**config.mk**
```make
export PLATFORM = sky130hd
export DESIGN_NAME = gradient_palette_generator_flat
export DESIGN_NICKNAME = d
export VERILOG_FILES = /design/src/rtl/gpg_pkg.sv /design/src/rtl/gpg_if.sv /design/src/rtl/gpg_div.sv /design/src/rtl/gpg_mix.sv /design/src/rtl/gradient_palette_generator.sv /design/src/flat_wrapper.sv
export SDC_FILE = /design/constraint.sdc
export NUM_CORES = 1
export LEC_CHECK = 0
export BUFFER_PORTS_ARGS = -buffer_cell sky130_fd_sc_hd__buf_2
export CAP_MARGIN = 20
export CORE_MARGIN = 8
export CORE_UTILIZATION = 27
export CTS_CLUSTER_DIAMETER = 30
export DETAILED_ROUTE_END_ITERATION = 10
export PLACE_DENSITY = 0.46
export SLEW_MARGIN = 15
export SYNTH_ARGS = -nofsm -noshare
export SYNTH_HDL_FRONTEND = slang
export SYNTH_SLANG_ARGS = --single-unit
```
**constraint.sdc**
```tcl
create_clock -name clk -period 5.2 [get_ports clk]
set_clock_uncertainty 0.15 [all_clocks]
set_input_delay 0.52 -clock clk [delete_from_list [all_inputs] [get_ports clk]]
set_output_delay 0.52 -clock clk [all_outputs]
set_load 0.01 [all_outputs]
```
**src/rtl/gpg_pkg.sv**
```systemverilog
package gpg_pkg;

  localparam int MAX_STOPS   = 8;
  localparam int SLOT_W      = $clog2(MAX_STOPS);
  localparam int MIN_STOPS   = 2;
  localparam int POS_W       = 8;
  localparam int COLOR_W     = 24;
  localparam int CH_W        = 8;
  localparam int CNT_W       = 4;
  localparam int T_W         = 16;
  localparam int DIV_W       = 24;
  localparam int DIV_CNT_W   = $clog2(DIV_W);
  localparam int MUL_CNT_W   = $clog2(CH_W);
  localparam int ENTRY_W     = POS_W + COLOR_W;
  localparam int SUM_W       = T_W + 2;

  localparam logic [CNT_W-1:0]   STOP_CNT_RST = CNT_W'(MIN_STOPS);
  localparam logic [CH_W-1:0]    CH_MAX       = 8'hFF;
  localparam logic [COLOR_W-1:0] BLACK        = 24'h000000;

  localparam logic ACT_LOAD   = 1'b0;
  localparam logic ACT_LOOKUP = 1'b1;

  typedef struct packed {
    logic [T_W-1:0] t_mag;
    logic           t_neg;
  } tval_t;

  typedef enum logic [3:0] {
    ST_IDLE,
    ST_SCAN,
    ST_SCAN_CMP,
    ST_RD_LO,
    ST_RD_HI,
    ST_CALC,
    ST_TDIV,
    ST_MIX_GO,
    ST_MIX,
    ST_OUT
  } gpg_state_t;

  typedef enum logic [1:0] {
    MX_IDLE,
    MX_MUL,
    MX_DIV_GO,
    MX_DIV
  } mix_state_t;

endpackage

```
**src/rtl/gpg_if.sv**
```systemverilog
interface gpg_in_if;
  import gpg_pkg::*;
  logic               valid;
  logic               ready;
  logic               action;
  logic [2:0]         stop_slot;
  logic [POS_W-1:0]   stop_position;
  logic [COLOR_W-1:0] stop_color;
  logic [POS_W-1:0]   palette_index;

  modport source (output valid, action, stop_slot, stop_position, stop_color, palette_index,
                  input ready);
  modport sink (input valid, action, stop_slot, stop_position, stop_color, palette_index,
                output ready);
endinterface

interface gpg_out_if;
  import gpg_pkg::*;
  logic               valid;
  logic               ready;
  logic [COLOR_W-1:0] color;

  modport source (output valid, color, input ready);
  modport sink (input valid, color, output ready);
endinterface

interface gpg_cfg_if;
  import gpg_pkg::*;
  logic             valid;
  logic             ready;
  logic [CNT_W-1:0] stop_count;

  modport source (output valid, stop_count, input ready);
  modport sink (input valid, stop_count, output ready);
endinterface

```
**src/rtl/gpg_div.sv**
```systemverilog
module gpg_div import gpg_pkg::*; (
  input  logic               clk,
  input  logic               rst_n,
  input  logic               start,
  input  logic [DIV_W-1:0]   dividend,
  input  logic [CH_W-1:0]    divisor,
  output logic               done,
  output logic [DIV_W-1:0]   quotient
);

  logic                 run_r;
  logic                 done_r;
  logic [DIV_CNT_W-1:0] cnt_r;
  logic [CH_W-1:0]      rem_r;
  logic [DIV_W-1:0]     quo_r;
  logic [CH_W-1:0]      dvs_r;

  logic [CH_W:0] trial;
  logic [CH_W:0] diff;
  logic          fits;

  // restoring division, one quotient bit per cycle
  assign trial = {rem_r, quo_r[DIV_W-1]};
  assign diff  = trial - {1'b0, dvs_r};
  assign fits  = trial >= {1'b0, dvs_r};

  always_ff @(posedge clk) begin
    if (!rst_n) begin
      run_r  <= 1'b0;
      done_r <= 1'b0;
      cnt_r  <= '0;
    end else begin
      done_r <= run_r && (cnt_r == '0);
      if (start) begin
        run_r <= 1'b1;
        cnt_r <= DIV_CNT_W'(DIV_W - 1);
      end else if (run_r) begin
        if (cnt_r == '0) begin
          run_r <= 1'b0;
        end else begin
          cnt_r <= cnt_r - 1'b1;
        end
      end
    end
  end

  always_ff @(posedge clk) begin
    if (start) begin
      quo_r <= dividend;
      rem_r <= '0;
      dvs_r <= divisor;
    end else if (run_r) begin
      // remainder stays below the divisor, so it fits in CH_W bits
      rem_r <= fits ? diff[CH_W-1:0] : trial[CH_W-1:0];
      quo_r <= {quo_r[DIV_W-2:0], fits};
    end
  end

  assign done     = done_r;
  assign quotient = quo_r;

endmodule

```
**src/rtl/gpg_mix.sv**
```systemverilog
module gpg_mix import gpg_pkg::*; (
  input  logic            clk,
  input  logic            rst_n,
  input  logic            start,
  input  logic [CH_W-1:0] a,
  input  logic [CH_W-1:0] b,
  input  tval_t           t,
  output logic            done,
  output logic [CH_W-1:0] v
);

  mix_state_t state_r, state_nxt;

  logic [MUL_CNT_W-1:0] cnt_r;
  logic [DIV_W-1:0]     mcand_r;
  logic [CH_W-1:0]      mplier_r;
  logic [DIV_W-1:0]     acc_r;
  logic [CH_W-1:0]      a_r;
  logic                 neg_r;

  logic [CH_W:0]      diff9;
  logic [CH_W-1:0]    dmag;
  logic               div_start;
  logic               div_done;
  logic [DIV_W-1:0]   div_q;
  logic [SUM_W-1:0]   sum;

  assign diff9 = {1'b0, b} - {1'b0, a};
  assign dmag  = diff9[CH_W] ? (~diff9[CH_W-1:0] + 1'b1) : diff9[CH_W-1:0];

  always_ff @(posedge clk) begin
    if (!rst_n) begin
      state_r <= MX_IDLE;
    end else begin
      state_r <= state_nxt;
    end
  end

  always_comb begin
    state_nxt = state_r;
    div_start = 1'b0;
    done      = 1'b0;
    unique case (state_r)
      MX_IDLE: begin
        if (start) state_nxt = MX_MUL;
      end
      MX_MUL: begin
        if (cnt_r == '0) state_nxt = MX_DIV_GO;
      end
      MX_DIV_GO: begin
        div_start = 1'b1;
        state_nxt = MX_DIV;
      end
      MX_DIV: begin
        if (div_done) begin
          done      = 1'b1;
          state_nxt = MX_IDLE;
        end
      end
      default: state_nxt = MX_IDLE;
    endcase
  end

  // shift-add multiply of |b-a| by |t|, one multiplier bit per cycle
  always_ff @(posedge clk) begin
    if (state_r == MX_IDLE && start) begin
      neg_r    <= diff9[CH_W] ^ t.t_neg;
      mcand_r  <= DIV_W'(t.t_mag);
      mplier_r <= dmag;
      acc_r    <= '0;
      a_r      <= a;
      cnt_r    <= MUL_CNT_W'(CH_W - 1);
    end else if (state_r == MX_MUL) begin
      if (mplier_r[0]) acc_r <= acc_r + mcand_r;
      mcand_r  <= {mcand_r[DIV_W-2:0], 1'b0};
      mplier_r <= {1'b0, mplier_r[CH_W-1:1]};
      cnt_r    <= cnt_r - 1'b1;
    end
  end

  gpg_div u_div (
    .clk      (clk),
    .rst_n    (rst_n),
    .start    (div_start),
    .dividend (acc_r),
    .divisor  (CH_MAX),
    .done     (div_done),
    .quotient (div_q)
  );

  always_comb begin
    if (neg_r) begin
      sum = SUM_W'(a_r) - SUM_W'(div_q[T_W-1:0]);
    end else begin
      sum = SUM_W'(a_r) + SUM_W'(div_q[T_W-1:0]);
    end
    priority if (sum[SUM_W-1]) begin
      v = '0;
    end else if (|sum[SUM_W-2:CH_W]) begin
      v = CH_MAX;
    end else begin
      v = sum[CH_W-1:0];
    end
  end

endmodule

```
**src/rtl/gradient_palette_generator.sv**
```systemverilog
// Gradient palette generator: stop table plus bit-serial interpolation.
// in_if carries items; action load writes stop_slot with stop_position and
// stop_color and gives no result, action lookup gives one color on out_if.
// cfg_if writes stop_count (values below 2 act as 2, above the table size
// as the table size); it is always ready. The user must see that it is
// written only while idle; the block does not enforce it. A transfer
// happens when valid and ready are both high on a channel. A load writes
// the stop table at its transfer. A lookup of index 0 goes straight to the
// output state to load black into the output register, and the next item
// can transfer once the block is idle. Any other lookup scans the
// segments, reading each stop passed through the memory's single read
// port; a bit-serial divider forms t (skipped when the segment length is
// not positive) and each channel runs a shift-add multiply and a bit-serial
// divide by 255; the three channels work in parallel. One item is worked
// on at a time; in_if.ready is high only while the block is idle. The
// result sits in an output register, so new items are taken while it
// waits; a stalled receiver holds back the next lookup's result, and no
// item is taken while that waits. Reset sets stop_count to 2 and clears
// the control state; the stop table holds nothing meaningful until written.
module gradient_palette_generator import gpg_pkg::*; (
  input  logic      clk,
  input  logic      rst_n,
  gpg_in_if.sink    in_if,
  gpg_out_if.source out_if,
  gpg_cfg_if.sink   cfg_if
);

  gpg_state_t state_r, state_nxt;

  logic [CNT_W-1:0]   stop_count_r;
  logic [ENTRY_W-1:0] stop_mem_r [MAX_STOPS];
  logic [ENTRY_W-1:0] rd_data_r;
  logic [SLOT_W-1:0]  rd_addr;

  logic [SLOT_W-1:0]  seg_r;
  logic [SLOT_W-1:0]  lim_r;
  logic [POS_W-1:0]   idx_r;
  logic [POS_W-1:0]   start_r;
  logic [COLOR_W-1:0] c0_r;
  logic [COLOR_W-1:0] c1_r;
  logic [T_W-1:0]     t_mag_r;
  logic               t_neg_r;
  logic [COLOR_W-1:0] res_r;
  logic               out_valid_r;
  logic [COLOR_W-1:0] out_color_r;

  logic [SLOT_W-1:0]  lim_nxt;
  logic               in_xfer;
  logic               out_load;
  logic               tdiv_start;
  logic               mix_start;
  logic [POS_W-1:0]   rd_pos;
  logic [POS_W:0]     num9;
  logic [POS_W:0]     len9;
  logic [POS_W-1:0]   num_mag;
  logic [T_W-1:0]     num_x255;
  logic               len_pos;
  logic               tdiv_done;
  logic [DIV_W-1:0]   tdiv_q;
  tval_t              tval;
  logic [2:0]         mix_done;
  logic [CH_W-1:0]    mix_v [3];

  assign in_if.ready  = (state_r == ST_IDLE);
  assign in_xfer      = in_if.valid && in_if.ready;
  assign cfg_if.ready = 1'b1;
  assign out_if.valid = out_valid_r;
  assign out_if.color = out_color_r;

  always_comb begin
    priority if (stop_count_r < CNT_W'(MIN_STOPS)) begin
      lim_nxt = '0;
    end else if (int'(stop_count_r) > MAX_STOPS) begin
      lim_nxt = SLOT_W'(MAX_STOPS - MIN_STOPS);
    end else begin
      lim_nxt = SLOT_W'(stop_count_r - CNT_W'(MIN_STOPS));
    end
  end

  assign rd_pos   = rd_data_r[ENTRY_W-1:COLOR_W];
  assign num9     = {1'b0, idx_r} - {1'b0, start_r};
  assign len9     = {1'b0, rd_pos} - {1'b0, start_r};
  assign num_mag  = num9[POS_W] ? (~num9[POS_W-1:0] + 1'b1) : num9[POS_W-1:0];
  assign num_x255 = {num_mag, {POS_W{1'b0}}} - T_W'(num_mag);
  assign len_pos  = !len9[POS_W] && (len9 != '0);

  always_ff @(posedge clk) begin
    if (!rst_n) begin
      state_r      <= ST_IDLE;
      stop_count_r <= STOP_CNT_RST;
      out_valid_r  <= 1'b0;
    end else begin
      state_r <= state_nxt;
      if (cfg_if.valid && cfg_if.ready) stop_count_r <= cfg_if.stop_count;
      if (out_load) begin
        out_valid_r <= 1'b1;
      end else if (out_if.ready) begin
        out_valid_r <= 1'b0;
      end
    end
  end

  always_comb begin
    state_nxt  = state_r;
    rd_addr    = seg_r;
    tdiv_start = 1'b0;
    mix_start  = 1'b0;
    out_load   = 1'b0;
    unique case (state_r)
      ST_IDLE: begin
        if (in_xfer && in_if.action == ACT_LOOKUP) begin
          state_nxt = (in_if.palette_index == '0) ? ST_OUT : ST_SCAN;
        end
      end
      ST_SCAN: begin
        rd_addr   = seg_r + 1'b1;
        state_nxt = (seg_r < lim_r) ? ST_SCAN_CMP : ST_RD_LO;
      end
      ST_SCAN_CMP: begin
        state_nxt = (idx_r > rd_pos) ? ST_SCAN : ST_RD_LO;
      end
      ST_RD_LO: begin
        state_nxt = ST_RD_HI;
      end
      ST_RD_HI: begin
        rd_addr   = seg_r + 1'b1;
        state_nxt = ST_CALC;
      end
      ST_CALC: begin
        tdiv_start = len_pos;
        state_nxt  = len_pos ? ST_TDIV : ST_MIX_GO;
      end
      ST_TDIV: begin
        if (tdiv_done) state_nxt = ST_MIX_GO;
      end
      ST_MIX_GO: begin
        mix_start = 1'b1;
        state_nxt = ST_MIX;
      end
      ST_MIX: begin
        if (mix_done[0]) state_nxt = ST_OUT;
      end
      ST_OUT: begin
        if (!out_valid_r || out_if.ready) begin
          out_load  = 1'b1;
          state_nxt = ST_IDLE;
        end
      end
      default: state_nxt = ST_IDLE;
    endcase
  end

  always_ff @(posedge clk) begin
    if (in_xfer && in_if.action == ACT_LOAD && int'(in_if.stop_slot) < MAX_STOPS) begin
      stop_mem_r[SLOT_W'(in_if.stop_slot)] <= {in_if.stop_position, in_if.stop_color};
    end
    rd_data_r <= stop_mem_r[rd_addr];
  end

  always_ff @(posedge clk) begin
    unique case (state_r)
      ST_IDLE: begin
        seg_r   <= '0;
        lim_r   <= lim_nxt;
        idx_r   <= in_if.palette_index;
        res_r   <= BLACK;
        t_mag_r <= '0;
        t_neg_r <= 1'b0;
      end
      ST_SCAN_CMP: begin
        if (idx_r > rd_pos) seg_r <= seg_r + 1'b1;
      end
      ST_RD_HI: begin
        start_r <= rd_pos;
        c0_r    <= rd_data_r[COLOR_W-1:0];
      end
      ST_CALC: begin
        c1_r    <= rd_data_r[COLOR_W-1:0];
        t_neg_r <= len_pos && num9[POS_W];
      end
      ST_TDIV: begin
        if (tdiv_done) t_mag_r <= tdiv_q[T_W-1:0];
      end
      ST_MIX: begin
        if (mix_done[0]) res_r <= {mix_v[2], mix_v[1], mix_v[0]};
      end
      default: ;
    endcase
    if (out_load) out_color_r <= res_r;
  end

  gpg_div u_tdiv (
    .clk      (clk),
    .rst_n    (rst_n),
    .start    (tdiv_start),
    .dividend (DIV_W'(num_x255)),
    .divisor  (len9[POS_W-1:0]),
    .done     (tdiv_done),
    .quotient (tdiv_q)
  );

  assign tval.t_mag = t_mag_r;
  assign tval.t_neg = t_neg_r;

  // lane 0 is blue, lane 2 is red
  for (genvar ch = 0; ch < 3; ch++) begin : g_ch
    gpg_mix u_mix (
      .clk   (clk),
      .rst_n (rst_n),
      .start (mix_start),
      .a     (c0_r[ch*CH_W +: CH_W]),
      .b     (c1_r[ch*CH_W +: CH_W]),
      .t     (tval),
      .done  (mix_done[ch]),
      .v     (mix_v[ch])
    );
  end

endmodule

```
**src/flat_wrapper.sv**
```systemverilog
// flat-port wrapper written by rule: the top's interface ports become plain ports
module gradient_palette_generator_flat import gpg_pkg::*;
  (clk, rst_n, in_if_valid, in_if_action, in_if_stop_slot, in_if_stop_position, in_if_stop_color, in_if_palette_index, in_if_ready, out_if_valid, out_if_color, out_if_ready, cfg_if_valid, cfg_if_stop_count, cfg_if_ready);
  gpg_in_if in_if_i ();
  gpg_out_if out_if_i ();
  gpg_cfg_if cfg_if_i ();
  input  logic clk;
  input  logic rst_n;
  input wire logic [$bits(in_if_i.valid)-1:0] in_if_valid;
  input wire logic [$bits(in_if_i.action)-1:0] in_if_action;
  input wire logic [$bits(in_if_i.stop_slot)-1:0] in_if_stop_slot;
  input wire logic [$bits(in_if_i.stop_position)-1:0] in_if_stop_position;
  input wire logic [$bits(in_if_i.stop_color)-1:0] in_if_stop_color;
  input wire logic [$bits(in_if_i.palette_index)-1:0] in_if_palette_index;
  output wire logic [$bits(in_if_i.ready)-1:0] in_if_ready;
  output wire logic [$bits(out_if_i.valid)-1:0] out_if_valid;
  output wire logic [$bits(out_if_i.color)-1:0] out_if_color;
  input wire logic [$bits(out_if_i.ready)-1:0] out_if_ready;
  input wire logic [$bits(cfg_if_i.valid)-1:0] cfg_if_valid;
  input wire logic [$bits(cfg_if_i.stop_count)-1:0] cfg_if_stop_count;
  output wire logic [$bits(cfg_if_i.ready)-1:0] cfg_if_ready;
  assign in_if_i.valid = in_if_valid;
  assign in_if_i.action = in_if_action;
  assign in_if_i.stop_slot = in_if_stop_slot;
  assign in_if_i.stop_position = in_if_stop_position;
  assign in_if_i.stop_color = in_if_stop_color;
  assign in_if_i.palette_index = in_if_palette_index;
  assign in_if_ready = in_if_i.ready;
  assign out_if_valid = out_if_i.valid;
  assign out_if_color = out_if_i.color;
  assign out_if_i.ready = out_if_ready;
  assign cfg_if_i.valid = cfg_if_valid;
  assign cfg_if_i.stop_count = cfg_if_stop_count;
  assign cfg_if_ready = cfg_if_i.ready;
  gradient_palette_generator u_core (.clk(clk), .rst_n(rst_n), .in_if(in_if_i), .out_if(out_if_i), .cfg_if(cfg_if_i));
endmodule
```
==> impl_summary.log <==
[metrics] maximum achievable frequency: 0.244 GHz
[metrics] detailed router's first-iteration violation count: 1615
[metrics] Worst-Margin Slew: 1.10 ns
[metrics] reported max-cap violation count: 0
[metrics] # IOs: 80
[metrics] crit path to: u_core.u_tdiv.quotient[10]$_DFFE_PP_
[metrics] post-synthesis sequential area ratio: 0.553
[metrics] nature of the critical path startpoint: register
[metrics] number of global-route vias before repair: 26.6k
[metrics] final cell count without fillers: 5836
[metrics] total congestion overflow after global routing: 0
[metrics] Cell Chain, Critical Path: ha_1 -> fa_1 -> nor2b_1 -> o21a_1 -> o21a_1 -> o221ai_1 -> a21bo_2 -> a32oi_1 -> nand2_1 -> inv_2 -> o2111ai_1 -> o311ai_0
[metrics] max-slew headroom at the worst pin: 0.265
[metrics] most frequent cell on the critical path: sky130_fd_sc_hd__o21a_1
[metrics] via count: 26.6k
[metrics] maximum level of the CTS H-tree: 4
[metrics] final weighted congestion of routability-driven global placement: 0.810
[metrics] Post-Syn Area per Cell: 11.5 um^2
[metrics] clock root cell: sky130_fd_sc_hd__clkbuf_16
[metrics] First-pass DRT Iterations: 6
[metrics] share of final-layout standard cells stronger than drive strength 1: 0.174
[metrics] pwr/cell area: 584 mW/mm^2
[metrics] clock insertion delay at the later pin of the skew report: 0.79 ns
[metrics] Slew Limit Fails: 0
[metrics] gate count after technology mapping: 3457
[metrics] vertical extent of the die: 400 um
[metrics] Final Critical Period: 4.09 ns
[metrics] Max rail drop VDD: 291 uV
[metrics] post-detailed-route DRC marker count: 0
[metrics] Core Box Area: 0.147 mm^2
[metrics] crit path max-delay cell type: sky130_fd_sc_hd__inv_2
[metrics] clk sink count: 806
[metrics] leakage power: 19.3 nW
[metrics] YS warnings: 0
[metrics] total of flip-flops plus latches after synthesis: 806
[metrics] final number of hold-violating endpoints: 0
[metrics] maximum number of pins on one net before global-route repair: 45
[metrics] number of cells in the design after placement: 5382
[metrics] DIE AREA: 0.160 mm^2
[metrics] Inserted Clock Buffers: 209
[metrics] FF-to-FF path depth: 12
[metrics] ys flop type: sky130_fd_sc_hd__edfxtp_1
[metrics] result of the run: complete, no violations
[metrics] total number of nets in the final design: 3997
[metrics] unique cell type count in the Yosys netlist: 92
[metrics] Clock Pin Slew Worst Setup and Hold Paths: 0.05 ns
[metrics] number of cells on the critical path: 12
[metrics] worst hold slack across all endpoints: 0.0935 ns
[metrics] post-route clock period utilization: 0.787
[metrics] clock tree from TritonCTS: yes
[metrics] critical path peak fanout: 33
[metrics] Row Count: 141
[metrics] endpoint of the lowest-slack register-to-register path: u_core.u_tdiv.quotient[10]$_DFFE_PP_
[metrics] PnR Total Power: 29.5 mW
[metrics] EDFF count, synth: 586
[metrics] average wire per cell in the routed design: 16.7 um
[metrics] class of the worst hold path: in2reg
[metrics] total nets after synthesis: 3739
[metrics] nature of the critical path endpoint: register
[metrics] delay of the slowest critical-path stage: 0.61 ns
[metrics] overall global routing resource usage: 0.121
[metrics] data required time of the worst path: 5.64 ns
[metrics] CP top delay family: compound AO/OA/AOI/OAI gates
[metrics] Final TNS setup: 0 ns
[metrics] # setup viols final: 0
[metrics] number of port buffers: 78
[metrics] post-synthesis instance area: 0.0398 mm^2
[metrics] post-synthesis to final-layout area growth: 27.3%
[metrics] CP Class: reg2reg
[metrics] Final HPWL DP: 68100 um
[metrics] die width: 400 um
[metrics] arrival time of data at the critical path endpoint: 4.53 ns
[metrics] Vias per Instance: 4.55
[metrics] setup slack of the worst register-to-register path: 1.11 ns
[metrics] global-route wire length before repair: 153000 um
[metrics] Worst R2R Start: u_core.start_r[0]$_DFFE_PP_
[metrics] start point of the critical path: u_core.start_r[0]$_DFFE_PP_
[metrics] antenna violations before repair: 8
[metrics] RSZ-0062 raised after global routing: false
[metrics] Resize count post-CTS: 0
[metrics] Initial Utilization: 0.271
[metrics] CTS max path bufs: 3
[metrics] share of flip-flops with an asynchronous set or reset after synthesis: 0
[metrics] WP buf/inv: 1
[metrics] Detail Route Antenna Nets: 0
[metrics] total length of routed wires: 97600 um
## metrics by stage
step,setup slack [ns],area [um^2],util
2_1_floorplan,0.630,39800,-
3_3_place_gp,1.21,42500,0.289
3_5_place_dp,1.13,42600,0.290
4_1_cts,1.09,50600,0.344
5_1_grt,0.894,50600,0.344
6_report,1.11,50600,0.344
## where the power goes
part | internal [mW] | total, mW | switching [mW]
registers | 8.23 | 9.17 | 0.935
clock network | 9.37 | 13.4 | 4.04
logic | 3.11 | 6.97 | 3.86
## final cells by class
class | instances | area (um^2)
clock buffers | 258 | 5610
multi-input cells | 2317 | 16600
flip-flops and latches | 806 | 22000
repair buffers | 174 | 1300
diodes | 4 | 10.0
inverters | 207 | 777
fillers | 14600 | 96400
well taps | 1930 | 2410
clock inverters | 140 | 1900
## worst reg2reg max path: stages (launching register included)
cell                        delay, ns
sky130_fd_sc_hd__edfxtp_1        0.40
sky130_fd_sc_hd__ha_1            0.25
sky130_fd_sc_hd__fa_1            0.42
sky130_fd_sc_hd__nor2b_1         0.13
sky130_fd_sc_hd__o21a_1          0.13
sky130_fd_sc_hd__o21a_1          0.17
sky130_fd_sc_hd__o221ai_1        0.17
sky130_fd_sc_hd__a21bo_2         0.24
sky130_fd_sc_hd__a32oi_1         0.41
sky130_fd_sc_hd__nand2_1         0.43
sky130_fd_sc_hd__inv_2           0.62
sky130_fd_sc_hd__o2111ai_1       0.20
sky130_fd_sc_hd__o311ai_0        0.16
## sequential cells by signal (all words and copies together) (netlist names), 32 cells and up
register / cells
u_core.g_ch.u_mix.acc_r: 72
u_core.g_ch.u_mix.mcand_r: 72
u_core.g_ch.u_mix.u_div.quotient: 72
u_core.rd_data_r: 32
u_core.stop_mem_r: 256
## layout by cell type (no fill, tap or decap), types with 85 or more instances in the layout
cell,netlist,routed
sky130_fd_sc_hd__ha_1,214,211
sky130_fd_sc_hd__o21ai_0,184,184
sky130_fd_sc_hd__xnor2_1,85,85
sky130_fd_sc_hd__a21oi_1,235,233
sky130_fd_sc_hd__dfxtp_1,220,220
sky130_fd_sc_hd__edfxtp_1,586,586
sky130_fd_sc_hd__inv_1,204,203
sky130_fd_sc_hd__clkbuf_16,0,210
sky130_fd_sc_hd__nor2_1,270,263
sky130_fd_sc_hd__nand2_1,385,385
## layer usage
| layer | GRT usage | part of all wire | vias up |
|---|---|---|---|
| li1 | - | - | 13200 |
| met1 | 0.161 | 0.48 | 12700 |
| met2 | 0.192 | 0.45 | 485 |
| met3 | 0.0304 | 0.044 | 177 |
| met4 | 0.0440 | 0.026 | 2 |
| met5 | 0 | 0.00013 | - |
## synthesized netlist by cell type, drive strengths merged (5+ instances only)
| cell type | number | share of area |
|---|---|---|
| edfxtp | 586 | 0.44 |
| nand2 | 385 | 0.036 |
| nor2 | 270 | 0.025 |
| a21oi | 239 | 0.030 |
| dfxtp | 220 | 0.11 |
| ha | 214 | 0.067 |
| inv | 206 | 0.019 |
| o21ai | 192 | 0.024 |
| clkbuf | 99 | 0.0093 |
| xnor2 | 86 | 0.019 |
| xor2 | 79 | 0.018 |
| mux2 | 78 | 0.022 |
| mux4 | 64 | 0.036 |
| mux2i | 60 | 0.015 |
| a211oi | 55 | 0.011 |
| nor3 | 55 | 0.0072 |
| nand3 | 54 | 0.0068 |
| nand2b | 46 | 0.0072 |
| a21o | 37 | 0.0070 |
| o21a | 34 | 0.0064 |
| nor2b | 32 | 0.0050 |
| buf | 28 | 0.0034 |
| and3 | 24 | 0.0038 |
| and2 | 23 | 0.0036 |
| or3 | 22 | 0.0035 |
| a31oi | 21 | 0.0033 |
| o21bai | 21 | 0.0040 |
| nor4 | 18 | 0.0032 |
| o31ai | 17 | 0.0032 |
| nand4 | 16 | 0.0025 |
| fa | 15 | 0.0076 |
| or2 | 12 | 0.0019 |
| a21boi | 11 | 0.0021 |
| o211ai | 11 | 0.0021 |
| nor4b | 10 | 0.0027 |
| o31a | 10 | 0.0022 |
| a22oi | 7 | 0.0013 |
| a41oi | 7 | 0.0017 |
| nand3b | 6 | 0.0011 |
| nor3b | 6 | 0.0011 |
| o22ai | 6 | 0.00094 |
| o221ai | 5 | 0.0011 |
## how the worst min path moves through the flow
stage                                  startpoint                                               end  slack, ns  depth (start not counted)
floorplan           u_core.res_r[0]$_SDFFCE_PP0P_                  u_core.out_if.color[0]$_DFFE_PP_       0.25                          0
global placement    u_core.res_r[5]$_SDFFCE_PP0P_                  u_core.out_if.color[5]$_DFFE_PP_       0.26                          0
detailed placement  u_core.res_r[2]$_SDFFCE_PP0P_                  u_core.out_if.color[2]$_DFFE_PP_       0.25                          0
CTS                                         rst_n  u_core.g_ch[0].u_mix.u_div.cnt_r[1]$_SDFFE_PN0P_       0.07                          2
global route                                rst_n  u_core.g_ch[0].u_mix.u_div.cnt_r[1]$_SDFFE_PN0P_       0.07                          2
finish                                      rst_n  u_core.g_ch[0].u_mix.u_div.cnt_r[1]$_SDFFE_PN0P_       0.09                          2
## cells by family (layout without fill, tap and decap cells)
| kind of cell | Yosys count | in the layout | share of synthesized area |
|---|---|---|---|
| other | 1 | 5 | 0.0000943 |
| XOR/XNOR | 165 | 165 | 0.0373 |
| AO/OA/AOI/OAI | 727 | 727 | 0.114 |
| multiplexers | 202 | 202 | 0.0735 |
| flip-flops | 806 | 806 | 0.553 |
| adder cells (fa/ha/maj) | 229 | 229 | 0.0749 |
| buffers and inverters | 334 | 779 | 0.0323 |
| AND/OR/NAND/NOR | 993 | 993 | 0.115 |
## what timing repair did
| action | 4_1_cts | 5_1_grt |
|---|---|---|
| hold buffers | 50 | 0 |
| setup buffers | 0 | 0 |
| hold endpoints to repair | 271 | 0 |
(Power assumes the default switching activity.)
